$ cat config.mk
export PLATFORM = sky130hd
export DESIGN_NAME = square_spiral_index_map_unit_flat
export DESIGN_NICKNAME = d
export VERILOG_FILES = /design/src/hdl/ssim_pkg.sv /design/src/hdl/ssim_in_if.sv /design/src/hdl/ssim_out_if.sv /design/src/hdl/square_spiral_index_map_unit.sv /design/src/flat_wrapper.sv
export VERILOG_INCLUDE_DIRS = /design/src /design/src/hdl
export SDC_FILE = /design/constraint.sdc
export NUM_CORES = 1
export LEC_CHECK = 0
export BUFFER_PORTS_ARGS = -buffer_cell sky130_fd_sc_hd__buf_2
export CAP_MARGIN = 30
export CORE_MARGIN = 2
export CORE_UTILIZATION = 25
export CTS_BUF_LIST = sky130_fd_sc_hd__clkbuf_8
export DETAILED_ROUTE_END_ITERATION = 8
export GPL_ROUTABILITY_DRIVEN = 1
export GPL_TIMING_DRIVEN = 0
export PLACE_DENSITY = 0.48
export SYNTH_ARGS = -nofsm -noshare
export SYNTH_HDL_FRONTEND = slang
export SYNTH_SLANG_ARGS = --single-unit
$ cat constraint.sdc
create_clock -name clk -period 16.65 [get_ports clk]
set_input_delay 1.665 -clock clk [delete_from_list [all_inputs] [get_ports clk]]
set_output_delay 1.665 -clock clk [all_outputs]
set_load 0.01 [all_outputs]
$ cat src/hdl/square_spiral_index_map_unit_macros.svh
// Assertion helpers for the spiral map RTL.
`ifndef SQUARE_SPIRAL_INDEX_MAP_UNIT_MACROS_SVH
`define SQUARE_SPIRAL_INDEX_MAP_UNIT_MACROS_SVH

// Same-cycle implication, sampled on clk and idle while rst_n is low.
`define SSIM_ASSERT_NOW(label, ante, cons, msg) \
  label: assert property (@(posedge clk) disable iff (!rst_n) (ante) |-> (cons)) \
    else $error(msg);

// Next-cycle implication, sampled on clk and idle while rst_n is low.
`define SSIM_ASSERT_NEXT(label, ante, cons, msg) \
  label: assert property (@(posedge clk) disable iff (!rst_n) (ante) |=> (cons)) \
    else $error(msg);

`endif

$ cat src/hdl/ssim_pkg.sv
package ssim_pkg;

  localparam int IDX_W   = 16;
  localparam int COORD_W = 8;
  localparam int RING_W  = 7;
  localparam int ROOT_W  = 8;
  localparam int REM_W   = 9;
  localparam int OFF_W   = 10;
  // Internal ring width: one bit more than the output so ring 128 can be flagged.
  localparam int RINGI_W = 8;

  localparam int MAX_RING     = 127;
  localparam int RING_CAP     = 127;
  localparam int EFF_MAX_RING = (MAX_RING > RING_CAP) ? RING_CAP : MAX_RING;

  // Register stages ahead of the output register.
  localparam int PIPE_DEPTH = 6;

  typedef enum logic {
    CMD_IDX2XY = 1'b0,
    CMD_XY2IDX = 1'b1
  } cmd_t;

  typedef struct packed {
    logic [REM_W-1:0]  rem;
    logic [ROOT_W-1:0] root;
  } sq_t;

  typedef struct packed {
    cmd_t                       cmd;
    logic [IDX_W-1:0]           idx;
    logic signed [COORD_W-1:0]  col;
    logic signed [COORD_W-1:0]  row;
    sq_t                        sq;
    logic [RINGI_W-1:0]         ring;
    logic [IDX_W-1:0]           acc;
    logic [OFF_W-1:0]           off;
  } stage_t;

endpackage

$ cat src/hdl/ssim_in_if.sv
interface ssim_in_if;
  logic                                 valid;
  logic                                 ready;
  ssim_pkg::cmd_t                       command;
  logic [ssim_pkg::IDX_W-1:0]           index_in;
  logic signed [ssim_pkg::COORD_W-1:0]  col_in;
  logic signed [ssim_pkg::COORD_W-1:0]  row_in;

  modport source (output valid, command, index_in, col_in, row_in, input ready);
  modport sink   (input valid, command, index_in, col_in, row_in, output ready);
endinterface

$ cat src/hdl/ssim_out_if.sv
interface ssim_out_if;
  logic                                 valid;
  logic                                 ready;
  logic [ssim_pkg::IDX_W-1:0]           index_out;
  logic signed [ssim_pkg::COORD_W-1:0]  col_out;
  logic signed [ssim_pkg::COORD_W-1:0]  row_out;
  logic [ssim_pkg::RING_W-1:0]          ring_out;
  logic                                 out_of_range;

  modport source (output valid, index_out, col_out, row_out, ring_out, out_of_range,
                  input ready);
  modport sink   (input valid, index_out, col_out, row_out, ring_out, out_of_range,
                  output ready);
endinterface

$ cat src/hdl/square_spiral_index_map_unit.sv
// Channel   Dir  Handshake     Payload
// in_ch     in   valid/ready   command, index_in, col_in, row_in
// out_ch    out  valid/ready   index_out, col_out, row_out, ring_out, out_of_range
//
// One beat is taken every cycle while the output side keeps up.
// The square root runs two digits per stage over four stages, which sets the depth.
// Reset (rst_n low, synchronous) clears every stage valid and the output valid.
// A stalled output holds its beat; upstream stages keep filling bubbles until full.
`include "square_spiral_index_map_unit_macros.svh"

module square_spiral_index_map_unit (
  input  logic         clk,
  input  logic         rst_n,
  ssim_in_if.sink      in_ch,
  ssim_out_if.source   out_ch
);

  ssim_pkg::stage_t                      pipe_r   [ssim_pkg::PIPE_DEPTH];
  ssim_pkg::stage_t                      pipe_nxt [ssim_pkg::PIPE_DEPTH];
  logic [ssim_pkg::PIPE_DEPTH-1:0]       vld_r;
  logic [ssim_pkg::PIPE_DEPTH:0]         adv;

  logic                                  out_vld_r;
  logic [ssim_pkg::IDX_W-1:0]            idx_out_r, idx_out_nxt;
  logic signed [ssim_pkg::COORD_W-1:0]   col_out_r, col_out_nxt;
  logic signed [ssim_pkg::COORD_W-1:0]   row_out_r, row_out_nxt;
  logic [ssim_pkg::RING_W-1:0]           ring_out_r, ring_out_nxt;
  logic                                  oor_r, oor_nxt;

  // One digit of the restoring square root.
  function automatic ssim_pkg::sq_t sqrt_step(input ssim_pkg::sq_t cur, input logic [1:0] pair);
    logic [ssim_pkg::REM_W+1:0] rem_s;
    logic [ssim_pkg::REM_W+1:0] trial;
    ssim_pkg::sq_t              res;
    rem_s = {cur.rem, pair};
    trial = {1'b0, cur.root, 2'b01};
    if (rem_s >= trial) begin
      res.rem  = ssim_pkg::REM_W'(rem_s - trial);
      res.root = {cur.root[ssim_pkg::ROOT_W-2:0], 1'b1};
    end else begin
      res.rem  = rem_s[ssim_pkg::REM_W-1:0];
      res.root = {cur.root[ssim_pkg::ROOT_W-2:0], 1'b0};
    end
    return res;
  endfunction

  // Stage k advances when it is empty or its successor advances.
  always_comb begin
    adv[ssim_pkg::PIPE_DEPTH] = !out_vld_r || out_ch.ready;
    for (int k = ssim_pkg::PIPE_DEPTH - 1; k >= 0; k--) begin
      adv[k] = !vld_r[k] || adv[k+1];
    end
  end

  assign in_ch.ready = adv[0];

  // Stage 0: capture.
  always_comb begin
    pipe_nxt[0]      = '0;
    pipe_nxt[0].cmd  = in_ch.command;
    pipe_nxt[0].idx  = in_ch.index_in;
    pipe_nxt[0].col  = in_ch.col_in;
    pipe_nxt[0].row  = in_ch.row_in;
  end

  // Stage 1: root digits 7 and 6; ring from coordinate magnitudes.
  always_comb begin
    ssim_pkg::sq_t                    mid;
    logic [ssim_pkg::COORD_W-1:0]     mag_c;
    logic [ssim_pkg::COORD_W-1:0]     mag_r;
    pipe_nxt[1]    = pipe_r[0];
    mid            = sqrt_step(pipe_r[0].sq, pipe_r[0].idx[15:14]);
    pipe_nxt[1].sq = sqrt_step(mid, pipe_r[0].idx[13:12]);
    // The unsigned view of the negated value is right even for -128.
    mag_c = pipe_r[0].col[ssim_pkg::COORD_W-1] ?
            (ssim_pkg::COORD_W'(0) - unsigned'(pipe_r[0].col)) : unsigned'(pipe_r[0].col);
    mag_r = pipe_r[0].row[ssim_pkg::COORD_W-1] ?
            (ssim_pkg::COORD_W'(0) - unsigned'(pipe_r[0].row)) : unsigned'(pipe_r[0].row);
    if (pipe_r[0].cmd == ssim_pkg::CMD_XY2IDX) begin
      pipe_nxt[1].ring = ssim_pkg::RINGI_W'((mag_c > mag_r) ? mag_c : mag_r);
    end else begin
      pipe_nxt[1].ring = '0;
    end
  end

  // Stage 2: root digits 5 and 4; ring base square and offset within the ring.
  always_comb begin
    ssim_pkg::sq_t           mid;
    logic [7:0]              diam;
    logic signed [10:0]      rs;
    logic signed [10:0]      cs;
    logic signed [10:0]      qs;
    logic signed [10:0]      ofs;
    pipe_nxt[2]    = pipe_r[1];
    mid            = sqrt_step(pipe_r[1].sq, pipe_r[1].idx[11:10]);
    pipe_nxt[2].sq = sqrt_step(mid, pipe_r[1].idx[9:8]);
    diam = {pipe_r[1].ring[6:0], 1'b0} - 8'd1;
    rs   = signed'(11'(pipe_r[1].ring));
    cs   = 11'(pipe_r[1].col);
    qs   = 11'(pipe_r[1].row);
    priority if (qs == rs && cs < rs) begin
      ofs = rs + cs;
    end else if (cs == rs && qs > -rs) begin
      ofs = 11'sd3 * rs - qs;
    end else if (qs == -rs && cs > -rs) begin
      ofs = 11'sd5 * rs - cs;
    end else begin
      ofs = 11'sd7 * rs + qs;
    end
    if (pipe_r[1].ring == '0) begin
      pipe_nxt[2].acc = '0;
      pipe_nxt[2].off = '0;
    end else begin
      pipe_nxt[2].acc = ssim_pkg::IDX_W'(diam * diam);
      pipe_nxt[2].off = ssim_pkg::OFF_W'(ofs);
    end
  end

  // Stage 3: root digits 3 and 2; coordinate index sum.
  always_comb begin
    ssim_pkg::sq_t mid;
    pipe_nxt[3]     = pipe_r[2];
    mid             = sqrt_step(pipe_r[2].sq, pipe_r[2].idx[7:6]);
    pipe_nxt[3].sq  = sqrt_step(mid, pipe_r[2].idx[5:4]);
    pipe_nxt[3].acc = pipe_r[2].acc + ssim_pkg::IDX_W'(pipe_r[2].off);
  end

  // Stage 4: root digits 1 and 0.
  always_comb begin
    ssim_pkg::sq_t mid;
    pipe_nxt[4]    = pipe_r[3];
    mid            = sqrt_step(pipe_r[3].sq, pipe_r[3].idx[3:2]);
    pipe_nxt[4].sq = sqrt_step(mid, pipe_r[3].idx[1:0]);
  end

  // Stage 5: ring from the root and offset from the ring start.
  // With idx = s*s + rem, an odd root starts the ring; an even one is 2s-1 past it.
  always_comb begin
    logic [ssim_pkg::ROOT_W-1:0] root;
    pipe_nxt[5] = pipe_r[4];
    root        = pipe_r[4].sq.root;
    if (pipe_r[4].cmd == ssim_pkg::CMD_IDX2XY) begin
      pipe_nxt[5].ring = ssim_pkg::RINGI_W'(({1'b0, root} + 9'd1) >> 1);
      if (root[0] || root == '0) begin
        pipe_nxt[5].off = ssim_pkg::OFF_W'(pipe_r[4].sq.rem);
      end else begin
        pipe_nxt[5].off = ssim_pkg::OFF_W'(pipe_r[4].sq.rem) +
                          ssim_pkg::OFF_W'({root, 1'b0}) - ssim_pkg::OFF_W'(1);
      end
    end
  end

  // Output stage: segment, position and final selection.
  always_comb begin
    logic [10:0]         t2;
    logic [10:0]         t4;
    logic [10:0]         t6;
    logic [10:0]         offw;
    logic [10:0]         pos;
    logic signed [9:0]   rs;
    logic signed [9:0]   ps;
    logic signed [9:0]   colw;
    logic signed [9:0]   roww;
    ssim_pkg::stage_t    p;
    p    = pipe_r[ssim_pkg::PIPE_DEPTH-1];
    t2   = {2'b0, p.ring, 1'b0};
    t4   = {1'b0, p.ring, 2'b0};
    t6   = t2 + t4;
    offw = 11'(p.off);
    rs   = signed'(10'(p.ring));
    priority if (offw >= t6) begin
      pos  = offw - t6;
      ps   = signed'(10'(pos));
      colw = -rs;
      roww = -rs + ps;
    end else if (offw >= t4) begin
      pos  = offw - t4;
      ps   = signed'(10'(pos));
      colw = rs - ps;
      roww = -rs;
    end else if (offw >= t2) begin
      pos  = offw - t2;
      ps   = signed'(10'(pos));
      colw = rs;
      roww = rs - ps;
    end else begin
      pos  = offw;
      ps   = signed'(10'(pos));
      colw = -rs + ps;
      roww = rs;
    end

    oor_nxt      = (p.ring > ssim_pkg::RINGI_W'(ssim_pkg::EFF_MAX_RING));
    ring_out_nxt = ssim_pkg::RING_W'(p.ring);
    if (p.cmd == ssim_pkg::CMD_IDX2XY) begin
      idx_out_nxt = p.idx;
      if (p.ring == '0) begin
        col_out_nxt = '0;
        row_out_nxt = '0;
      end else begin
        col_out_nxt = ssim_pkg::COORD_W'(colw);
        row_out_nxt = ssim_pkg::COORD_W'(roww);
      end
    end else begin
      idx_out_nxt = p.acc;
      col_out_nxt = p.col;
      row_out_nxt = p.row;
    end
    if (oor_nxt) begin
      idx_out_nxt  = '0;
      col_out_nxt  = '0;
      row_out_nxt  = '0;
      ring_out_nxt = '0;
    end
  end

  always_ff @(posedge clk) begin
    if (!rst_n) begin
      vld_r     <= '0;
      out_vld_r <= 1'b0;
    end else begin
      if (adv[0]) begin
        vld_r[0] <= in_ch.valid;
      end
      for (int k = 1; k < ssim_pkg::PIPE_DEPTH; k++) begin
        if (adv[k]) begin
          vld_r[k] <= vld_r[k-1];
        end
      end
      if (adv[ssim_pkg::PIPE_DEPTH]) begin
        out_vld_r <= vld_r[ssim_pkg::PIPE_DEPTH-1];
      end
    end
  end

  always_ff @(posedge clk) begin
    for (int k = 0; k < ssim_pkg::PIPE_DEPTH; k++) begin
      if (adv[k]) begin
        pipe_r[k] <= (k == 0) ? pipe_nxt[0] : pipe_nxt[k];
      end
    end
    if (adv[ssim_pkg::PIPE_DEPTH]) begin
      idx_out_r  <= idx_out_nxt;
      col_out_r  <= col_out_nxt;
      row_out_r  <= row_out_nxt;
      ring_out_r <= ring_out_nxt;
      oor_r      <= oor_nxt;
    end
  end

  assign out_ch.valid        = out_vld_r;
  assign out_ch.index_out    = idx_out_r;
  assign out_ch.col_out      = col_out_r;
  assign out_ch.row_out      = row_out_r;
  assign out_ch.ring_out     = ring_out_r;
  assign out_ch.out_of_range = oor_r;

  `SSIM_ASSERT_NOW(a_oor_zero, out_ch.valid && out_ch.out_of_range,
    out_ch.index_out == '0 && out_ch.col_out == '0 && out_ch.row_out == '0 &&
    out_ch.ring_out == '0, "out of range beat carries nonzero fields")
  `SSIM_ASSERT_NOW(a_center_cell,
    out_ch.valid && !out_ch.out_of_range && out_ch.ring_out == '0,
    out_ch.index_out == '0 && out_ch.col_out == '0 && out_ch.row_out == '0,
    "ring zero beat is not the center cell")
  `SSIM_ASSERT_NOW(a_ring_index,
    out_ch.valid && !out_ch.out_of_range && out_ch.ring_out != '0,
    out_ch.index_out != '0, "nonzero ring beat maps to index zero")
  `SSIM_ASSERT_NOW(a_stall_only_full, !in_ch.ready,
    (&vld_r) && out_vld_r && !out_ch.ready, "input stalled while the pipeline has a bubble")
  `SSIM_ASSERT_NEXT(a_stage_hold, vld_r[0] && !adv[1],
    vld_r[0] && $stable(pipe_r[0]), "first stage lost its beat during a stall")

endmodule
$ cat src/flat_wrapper.sv
// flat-port wrapper written by rule: the top's interface ports become plain ports
module square_spiral_index_map_unit_flat 
  (clk, rst_n, in_ch_valid, in_ch_command, in_ch_index_in, in_ch_col_in, in_ch_row_in, in_ch_ready, out_ch_valid, out_ch_index_out, out_ch_col_out, out_ch_row_out, out_ch_ring_out, out_ch_out_of_range, out_ch_ready);
  ssim_in_if in_ch_i ();
  ssim_out_if out_ch_i ();
  input  logic clk;
  input  logic rst_n;
  input wire logic [$bits(in_ch_i.valid)-1:0] in_ch_valid;
  input wire logic [$bits(in_ch_i.command)-1:0] in_ch_command;
  input wire logic [$bits(in_ch_i.index_in)-1:0] in_ch_index_in;
  input wire logic [$bits(in_ch_i.col_in)-1:0] in_ch_col_in;
  input wire logic [$bits(in_ch_i.row_in)-1:0] in_ch_row_in;
  output wire logic [$bits(in_ch_i.ready)-1:0] in_ch_ready;
  output wire logic [$bits(out_ch_i.valid)-1:0] out_ch_valid;
  output wire logic [$bits(out_ch_i.index_out)-1:0] out_ch_index_out;
  output wire logic [$bits(out_ch_i.col_out)-1:0] out_ch_col_out;
  output wire logic [$bits(out_ch_i.row_out)-1:0] out_ch_row_out;
  output wire logic [$bits(out_ch_i.ring_out)-1:0] out_ch_ring_out;
  output wire logic [$bits(out_ch_i.out_of_range)-1:0] out_ch_out_of_range;
  input wire logic [$bits(out_ch_i.ready)-1:0] out_ch_ready;
  assign in_ch_i.valid = in_ch_valid;
  assign in_ch_i.command = in_ch_command;
  assign in_ch_i.index_in = in_ch_index_in;
  assign in_ch_i.col_in = in_ch_col_in;
  assign in_ch_i.row_in = in_ch_row_in;
  assign in_ch_ready = in_ch_i.ready;
  assign out_ch_valid = out_ch_i.valid;
  assign out_ch_index_out = out_ch_i.index_out;
  assign out_ch_col_out = out_ch_i.col_out;
  assign out_ch_row_out = out_ch_i.row_out;
  assign out_ch_ring_out = out_ch_i.ring_out;
  assign out_ch_out_of_range = out_ch_i.out_of_range;
  assign out_ch_i.ready = out_ch_ready;
  square_spiral_index_map_unit u_core (.clk(clk), .rst_n(rst_n), .in_ch(in_ch_i), .out_ch(out_ch_i));
endmodule
==> impl_metrics.yaml, run 1 <==
synthesis:
  ys_seq_elements: 442
  synth_top_cell_by_area: "edfxtp_1"
  avgSynthCellArea_um2: 12.0
  netlist.area_leader.share_pct: 49.7
  synth_edf_count: 435
  synth_common_cells: "435 x edfxtp_1, 286 x inv_1, 272 x ha_1"
  synthXorXnorAreaFrac_pct: 5.60
  yosys_most_used_dff: "edfxtp_1"
  synth-simple-area-share_pct: 8.15
  async_flop_share_pct: 0
  seq_area_frac_synth_pct: 50.3
  syn_area_um2: 26300
  yosysMostFrequentCell: "edfxtp_1"
  yosys.cell_types.count: 86
  ys_top_cells_by_area: "edfxtp_1 50%, ha_1 13%, fa_1 5.9%, xnor2_1 4.2%, inv_1 4.1%"
  muxShareOfSynthArea_pct: 1.78
  synth_compound_area_share_pct: 10.6
  synthAdderAreaFrac_pct: 18.8
  ys_warn_count: 0
  synthCells: 2194
  synth_top_family_by_area: "adder cells"
  synth_nets: 2580
outcome:
  status: "completed"
timing:
  worst_pin_slew_ns: 0.999
  post-route-period-util_pct: 42.0
  slew_viol_final: 0
  fmax_mhz: 143
  fin_crit_ns: 7.00
  setup_viol: 0
  finalHoldViolations: 0
  skew_ns: 0.0407
  rsz0062_at_grt: "no"
  maxSlewHeadroom_pct: 32.9
  tns_ns: 0
worst_setup_path:
  crit_path_top_delay_cell: "edfxtp_1"
  cpPeakStageDelay_ns: 0.84
  worstPathArrival_ns: 7.38
  crit_chain: "inv_1 > ha_1 > a21boi_0 > o21ai_0 > xnor2_1 > inv_1 > nand2_1 > inv_1 > fa_1 > fa_1 > inv_1 > fa_1 > fa_1 > inv_1 > ha_1 > inv_1 > o31ai_1 > a41oi_1 > a21oi_1 > xnor2_1 > nor2_1"
  cp_top_family: "adder cells"
  cp_num_cells: 21
  cp-endpoint: "u_core.pipe_r[2][24]$_SDFFCE_PP0P_"
  ff2ff_path_depth: 21
  cpMostUsedCell: "inv_1"
  rrSetupSlack_ns: 9.65
  start_kind: "register"
  crit_required_ns: 17.03
  path_max_fanout: 10
  r2r-start: "u_core.pipe_r[1][27]$_SDFFCE_PN0P_"
  end_kind: "register"
  worstReg2RegEnd: "u_core.pipe_r[2][24]$_SDFFCE_PP0P_"
  critPathLaunch: "u_core.pipe_r[1][27]$_SDFFCE_PN0P_"
  crit_type: "register to register"
  worst-path-buf-inv: 6
routing:
  drc_errors: 0
  vias_per_cell: 4.38
  first_iter_violations: 811
  wl_per_cell_um: 16.5
  routed_wl_mm: 62.8
  dr.pass1.iters: 5
  vias: 16600
  postRouteAntennaNets: 0
grt:
  grt_pass1_wl_mm: 98.3
  track_usage_pct: 11.7
  grt_pass1_vias: 17100
  overflow: 0
  antenna_found_initial: 2
  grt_max_degree: 72
layout:
  areaGrowthSynthToFinish_pct: 14.9
  final_util_pct: 29.1
  layout-drive-gt1-share_pct: 10.0
  fin_nets: 2747
clocking:
  clk_pin_slew_ns: 0.06
  ctsHoldBuffers: 0
  cts_inserted_buffers: 78
  clockBufferDepth: 3
  post_cts_buffers: 0
  cts_sinks: 442
  clkLatencyLatePin_ns: 0.69
  cts_tree: "built"
  ctsResizeCount: 0
  htreeDepth: 3
  cts_root_buf: "clkbuf_8"
floorplanning:
  die_area_um2: 108000
  coreArea_um2: 104000
  die_x_um: 328
  die_h_um: 328
  io_pins: 79
  start_util_pct: 25.3
  rows: 118
min_path:
  hold_path.class: "register to register"
  hold_start: "u_core.pipe_r[2][76]$_DFFE_PP_"
placement:
  hpwl_mm: 47.8
  place.gp.congestion: 0.873
  portBuffers: 78
flow_run:
  cap_violations: 0
-- metrics by stage --
step	setup WS, ns	instance area, um^2	std cells	hold slack (ns)
2_1_floorplan	10.87	26300	2194	0.400
3_3_place_gp	9.78	28400	3652	0.403
3_5_place_dp	9.66	28600	3661	0.405
4_1_cts	9.59	30200	3799	0.385
5_1_grt	9.19	30200	3800	0.413
6_report	9.65	30200	3800	0.399
-- worst min path at each step --
stage | to | cells past startpoint
floorplan | u_core.pipe_r[1][67]$_DFFE_PP_ | 0
global placement | u_core.pipe_r[4][23]$_DFFE_PP_ | 0
detailed placement | u_core.pipe_r[3][54]$_DFFE_PP_ | 0
CTS | u_core.pipe_r[3][76]$_DFFE_PP_ | 0
global route | u_core.pipe_r[4][82]$_DFFE_PP_ | 0
finish | u_core.pipe_r[3][76]$_DFFE_PP_ | 0
-- logic make-up (layout without fill, tap and decap cells) --
group,Yosys count,count (layout)
simple gates,446,446
flops,442,442
compound gates,422,422
fa+ha+maj,349,349
buf+inv,321,546
xor+xnor,168,168
mux,45,45
other cells,1,2
-- flip-flops by register name (all words and copies together) (netlist names) --
register	cells
u_core.out_ch.ring_out	7
u_core.out_ch.col_out	8
u_core.out_ch.valid	1
u_core.vld_r	6
u_core.pipe_r	395
u_core.out_ch.row_out	8
u_core.out_ch.out_of_range	1
u_core.out_ch.index_out	16
-- placed cells by master (no fill, tap or decap), types with 77 or more instances in the layout --
cell / n
nor2_1: 123
buf_2: 82
clkbuf_8: 78
fa_1: 77
o21ai_0: 109
xnor2_1: 126
a21oi_1: 100
ha_1: 272
edfxtp_1: 435
nand2_1: 126
inv_1: 299
-- layer usage --
metal | vias to the layer above | GRT usage, % | wire, um
met5 | - | 0 | 0
met4 | 0 | 3.54 | 1250
met3 | 80 | 1.94 | 2630
met2 | 350 | 18.9 | 29000
met1 | 8030 | 16.2 | 29900
li1 | 8171 | - | -
-- layout make-up --
| type | instances | area [um^2] |
|---|---|---|
| buffer | 30 | 130 |
| fill | 10600 | 73600 |
| multi-input combinational | 1431 | 11800 |
| sequential | 442 | 13200 |
| tap | 1380 | 1730 |
| clock inverter | 60 | 533 |
| timing repair buffer | 87 | 558 |
| inverter | 291 | 1100 |
| antenna | 1 | 2.50 |
| clock buffer | 78 | 1070 |
Power of run 1 is left out: the tool's default activity adds up to more than one toggle a clock period on the data nets, which glitch-free logic cannot reach.
==> run 2: changes to the inputs <==
- clock period: 16.65 -> 6.7 ns (I/O delays scaled with it)
==> impl_metrics.yaml, run 2 (synthesis gave the netlist of run 1 again) <==
worst_setup_path:
  r2r-start: "u_core.pipe_r[1][28]$_SDFFCE_PN0P_"
  worstPathArrival_ns: 6.61
  path_max_fanout: 8
  cpMostUsedCell: "inv_1"
  cp_top_family: "adder cells"
  crit_chain: "inv_1 > ha_1 > a21boi_0 > o21ai_0 > xnor2_2 > inv_1 > nand2_1 > inv_1 > fa_1 > fa_1 > inv_1 > fa_1 > fa_1 > inv_1 > ha_1 > inv_1 > o31ai_1 > a41oi_1 > a21oi_1 > xnor2_1 > nor2_1"
  crit_path_top_delay_cell: "fa_1"
  end_kind: "register"
  crit_required_ns: 7.08
  worst-path-buf-inv: 6
  crit_type: "register to register"
  rrSetupSlack_ns: 0.47
  cpPeakStageDelay_ns: 0.56
  start_kind: "register"
  critPathLaunch: "u_core.pipe_r[1][28]$_SDFFCE_PN0P_"
layout:
  regMostFlops: "u_core.pipe_r"
  areaGrowthSynthToFinish_pct: 15.5
  layout_commonest_cell: "edfxtp_1"
  final_cell_mix: "435 x edfxtp_1, 297 x inv_1, 272 x ha_1"
  fin_nets: 2764
  layout-drive-gt1-share_pct: 10.9
  largest_reg_flops: 395
routing:
  routed_wl_mm: 63.1
  dr.pass1.iters: 5
  vias: 16800
  first_iter_violations: 799
  postRouteAntennaNets: 0
  wl_per_cell_um: 16.5
  vias_per_cell: 4.39
  drc_errors: 0
grt:
  track_usage_pct: 11.8
  antenna_found_initial: 2
  grt_pass1_wl_mm: 98.5
  grt_max_degree: 72
  grt_pass1_vias: 17100
  overflow: 0
clocking:
  cts_root_buf: "clkbuf_8"
  clockBufferDepth: 3
  clk_pin_slew_ns: 0.06
  cts_sinks: 442
  ctsHoldBuffers: 0
  clkLatencyLatePin_ns: 0.69
  cts_inserted_buffers: 78
  cts_tree: "built"
  htreeDepth: 3
timing:
  skew_ns: 0.0390
  setup_viol: 0
  post-route-period-util_pct: 92.9
  tns_ns: 0
  maxSlewHeadroom_pct: 33.5
  finalHoldViolations: 0
  slew_viol_final: 0
  worst_pin_slew_ns: 0.990
  fin_crit_ns: 6.23
  fmax_mhz: 161
  whs_ns: 0.160
  rsz0062_at_grt: "no"
floorplanning:
  die_x_um: 328
  io_pins: 79
  coreArea_um2: 104000
  die_area_um2: 108000
  start_util_pct: 25.3
  rows: 118
  die_h_um: 328
placement:
  place.gp.congestion: 0.873
  hpwl_mm: 47.8
  portBuffers: 78
min_path:
  hold_path.class: "input pin to register"
  hold_start: "in_ch_row_in[0]"
outcome:
  status: "completed"
flow_run:
  cap_violations: 0
## run 2: cell types whose count changed in the layout (fill, tap and decap cells not counted)
cell,change
buf_4,+17
xnor2_2,+3
clkinvlp_4,+2
xnor2_1,-3
inv_1,-2
## run 2: metal layers
| layer | vias to the layer above | track usage [%] | routed length (um) |
|---|---|---|---|
| met1 | 8098 | 16.3 | 30300 |
| met3 | 90 | 1.94 | 2480 |
| met2 | 362 | 18.9 | 29100 |
| met5 | - | 0 | 0 |
| met4 | 0 | 3.54 | 1270 |
| li1 | 8201 | - | - |
## run 2: worst paths after layout
path / endpoint / depth (start not counted)
setup / recovery: u_core.pipe_r[2][24]$_SDFFCE_PP0P_ / 21
hold / removal: u_core.pipe_r[0][51]$_DFFE_PP_ / 1
setup reg to reg: u_core.pipe_r[2][24]$_SDFFCE_PP0P_ / 21
hold reg to reg: u_core.pipe_r[3][76]$_DFFE_PP_ / 0
## run 2: cell type report
cell class / count / area, um^2
clock inverter: 60 / 533
timing repair buffer: 104 / 686
antenna: 1 / 2.50
buffer: 30 / 130
multi-input combinational: 1431 / 11900
inverter: 291 / 1110
sequential: 442 / 13200
clock buffer: 78 / 1070
tap: 1380 / 1730
fill: 10600 / 73500
## run 2: metrics by stage
step	cell area, um^2	utilization (%)	instances	worst slack (ns)
5_1_grt	30300	29.2	3817	0.0114
3_5_place_dp	28600	27.5	3661	-0.290
2_1_floorplan	26300	-	2194	0.917
6_report	30300	29.2	3817	0.475
3_3_place_gp	28400	27.3	3652	-0.173
4_1_cts	30200	29.1	3802	0.0512
## run 2: what timing repair did
item / 4_1_cts / 5_1_grt
endpoints found under the setup margin: 5 / 5
buffers inserted: 3 / 14
resized for setup: 2 / 3
## run 2: worst reg2reg max path: stages (launching register included)
cell and delay (ns):
edfxtp_1 0.46, inv_1 0.34, ha_1 0.22, a21boi_0 0.29, o21ai_0 0.19, xnor2_2 0.44, inv_1 0.17, nand2_1 0.15
inv_1 0.07, fa_1 0.51, fa_1 0.56, inv_1 0.06, fa_1 0.50, fa_1 0.54, inv_1 0.04, ha_1 0.34
inv_1 0.07, o31ai_1 0.38, a41oi_1 0.22, a21oi_1 0.20, xnor2_1 0.13, nor2_1 0.05
Power of run 2 is left out for the same reason.
==> run 3: changes to the inputs <==
- BUFFER_PORTS_ARGS: -buffer_cell sky130_fd_sc_hd__buf_2 -> -buffer_cell sky130_fd_sc_hd__buf_4
- CELL_PAD_IN_SITES_DETAIL_PLACEMENT: not set -> 1
- CELL_PAD_IN_SITES_GLOBAL_PLACEMENT: not set -> 1
- CTS_CLUSTER_SIZE: not set -> 40
- PLACE_DENSITY: 0.48 -> 0.54
==> impl_metrics.yaml, run 3 (synthesis gave the netlist of run 1 again) <==
clocking:
  clockBufferDepth: 3
  cts_root_buf: "clkbuf_8"
  cts_tree: "built"
  ctsHoldBuffers: 0
  cts_sinks: 442
  htreeDepth: 3
  clkLatencyLatePin_ns: 0.67
  cts_inserted_buffers: 77
  clk_pin_slew_ns: 0.06
layout:
  multi_input_comb_area_um2: 11900
  fillCellCount: 11500
  ff_latch_area_um2: 13200
  regMostFlops: "u_core.pipe_r"
  layout_commonest_cell: "edfxtp_1"
  largest_reg_flops: 395
  fin_nets: 2758
  layout-drive-gt1-share_pct: 10.5
  areaGrowthSynthToFinish_pct: 15.6
  final_cell_mix: "435 x edfxtp_1, 301 x inv_1, 272 x ha_1"
grt:
  track_usage_pct: 12.7
  gr-usage-met3_pct: 1.97
  antenna_found_initial: 2
  grt_pass1_vias: 18400
  grtUsageMet2_pct: 21.6
  grt_pass1_wl_mm: 106
  use_met1_pct: 16.6
  overflow: 0
  busiest_layer: "met2"
  grt_max_degree: 74
timing:
  worst_pin_slew_ns: 1.11
  setup_viol: 0
  finalHoldViolations: 0
  fin_crit_ns: 6.31
  post-route-period-util_pct: 94.2
  tns_ns: 0
  worst_slack_ns: 0.387
  fmax_mhz: 158
  maxSlewHeadroom_pct: 25.6
  rsz0062_at_grt: "no"
  slew_viol_final: 0
  skew_ns: 0.0471
routing:
  wl_per_cell_um: 17.8
  first_iter_violations: 818
  vias_per_cell: 4.46
  drc_errors: 0
  postRouteAntennaNets: 0
  routed_wl_mm: 68.0
  dr.pass1.iters: 5
  vias: 17000
floorplanning:
  io_pins: 79
  coreArea_um2: 104000
  die_x_um: 328
  die_h_um: 328
  start_util_pct: 25.3
  rows: 118
  die_area_um2: 108000
min_path:
  hold_path.class: "input pin to register"
placement:
  place.gp.congestion: 0.851
  portBuffers: 78
  place_ws_ns: -0.371
  hpwl_mm: 52.6
flow_run:
  cap_violations: 0
worst_setup_path:
  end_kind: "register"
  path_max_fanout: 8
  crit_type: "register to register"
  rrSetupSlack_ns: 0.39
  worstPathArrival_ns: 6.71
  start_kind: "register"
  crit_required_ns: 7.09
outcome:
  status: "completed"
## run 3: cell types whose count changed in the layout (fill, tap and decap cells not counted), sizes merged
cell      before  now
clkinvlp       4    5
buf          109  104
clkinv        28   33
bufinv         8    3
## run 3: critical path: stages (launching register included)
cell and delay [ns]:
edfxtp_1 0.45, inv_1 0.36, ha_1 0.49, nand2_1 0.23
nand2_1 0.12, nand2_1 0.09, xnor2_2 0.21, inv_1 0.26
nand2_1 0.13, fa_1 0.56, inv_1 0.08, fa_1 0.51
fa_1 0.55, inv_1 0.05, fa_1 0.53, inv_1 0.04
ha_1 0.36, a21oi_1 0.16, o21ai_0 0.16, a41oi_1 0.35
a21oi_1 0.13, xnor2_1 0.17, nor2_1 0.06
## run 3: per-stage QoR
| stage | area (um^2) | instances | hold WS [ns] | utilization, % |
|---|---|---|---|---|
| final | 30300 | 3813 | 0.170 | 29.2 |
| after global placement | 28600 | 3652 | 0.404 | 27.5 |
| after detailed placement | 28700 | 3658 | 0.406 | 27.7 |
| after CTS | 30200 | 3801 | 0.0747 | 29.1 |
| after global routing | 30300 | 3813 | 0.0935 | 29.2 |
| after floorplan | 26300 | 2194 | 0.400 | - |
## run 3: routing by layer
metal,part of all wire [%],wire length (um)
met1,46,31500
met5,0,0
met3,3.4,2290
met4,1.9,1320
met2,48,32800
## run 3: final cells by class
cell class              count  share of cell area (%)
clock inverters            61                    1.25
plain buffers              30                   0.429
diodes                      1                 0.00825
clock buffers              78                    3.54
repair buffers             99                    2.80
flip-flops and latches    442                    43.5
multi-input cells        1431                    39.1
inverters                 291                    3.64
well taps                1380                    5.69
## run 3: path summary, 6_finish.rpt
check                           depth (start not counted)                               start                                  to
worst max-delay path                                   22  u_core.pipe_r[1][27]$_SDFFCE_PN0P_  u_core.pipe_r[2][25]$_SDFFCE_PP0P_
worst min-delay path                                    1                     in_ch_row_in[4]      u_core.pipe_r[0][55]$_DFFE_PP_
worst max register to register                         22  u_core.pipe_r[1][27]$_SDFFCE_PN0P_  u_core.pipe_r[2][25]$_SDFFCE_PP0P_
worst min register to register                          0       u_core.pipe_r[3][1]$_DFFE_PP_       u_core.pipe_r[4][1]$_DFFE_PP_
## run 3: repair_timing
item / 4_1_cts / 5_1_grt
pin swaps: 0 / 1
endpoints found under the setup margin: 5 / 4
endpoints found under the hold margin: 0 / 0
buffers inserted: 4 / 10
gates resized for setup: 4 / 0
Power of run 3 is left out for the same reason.
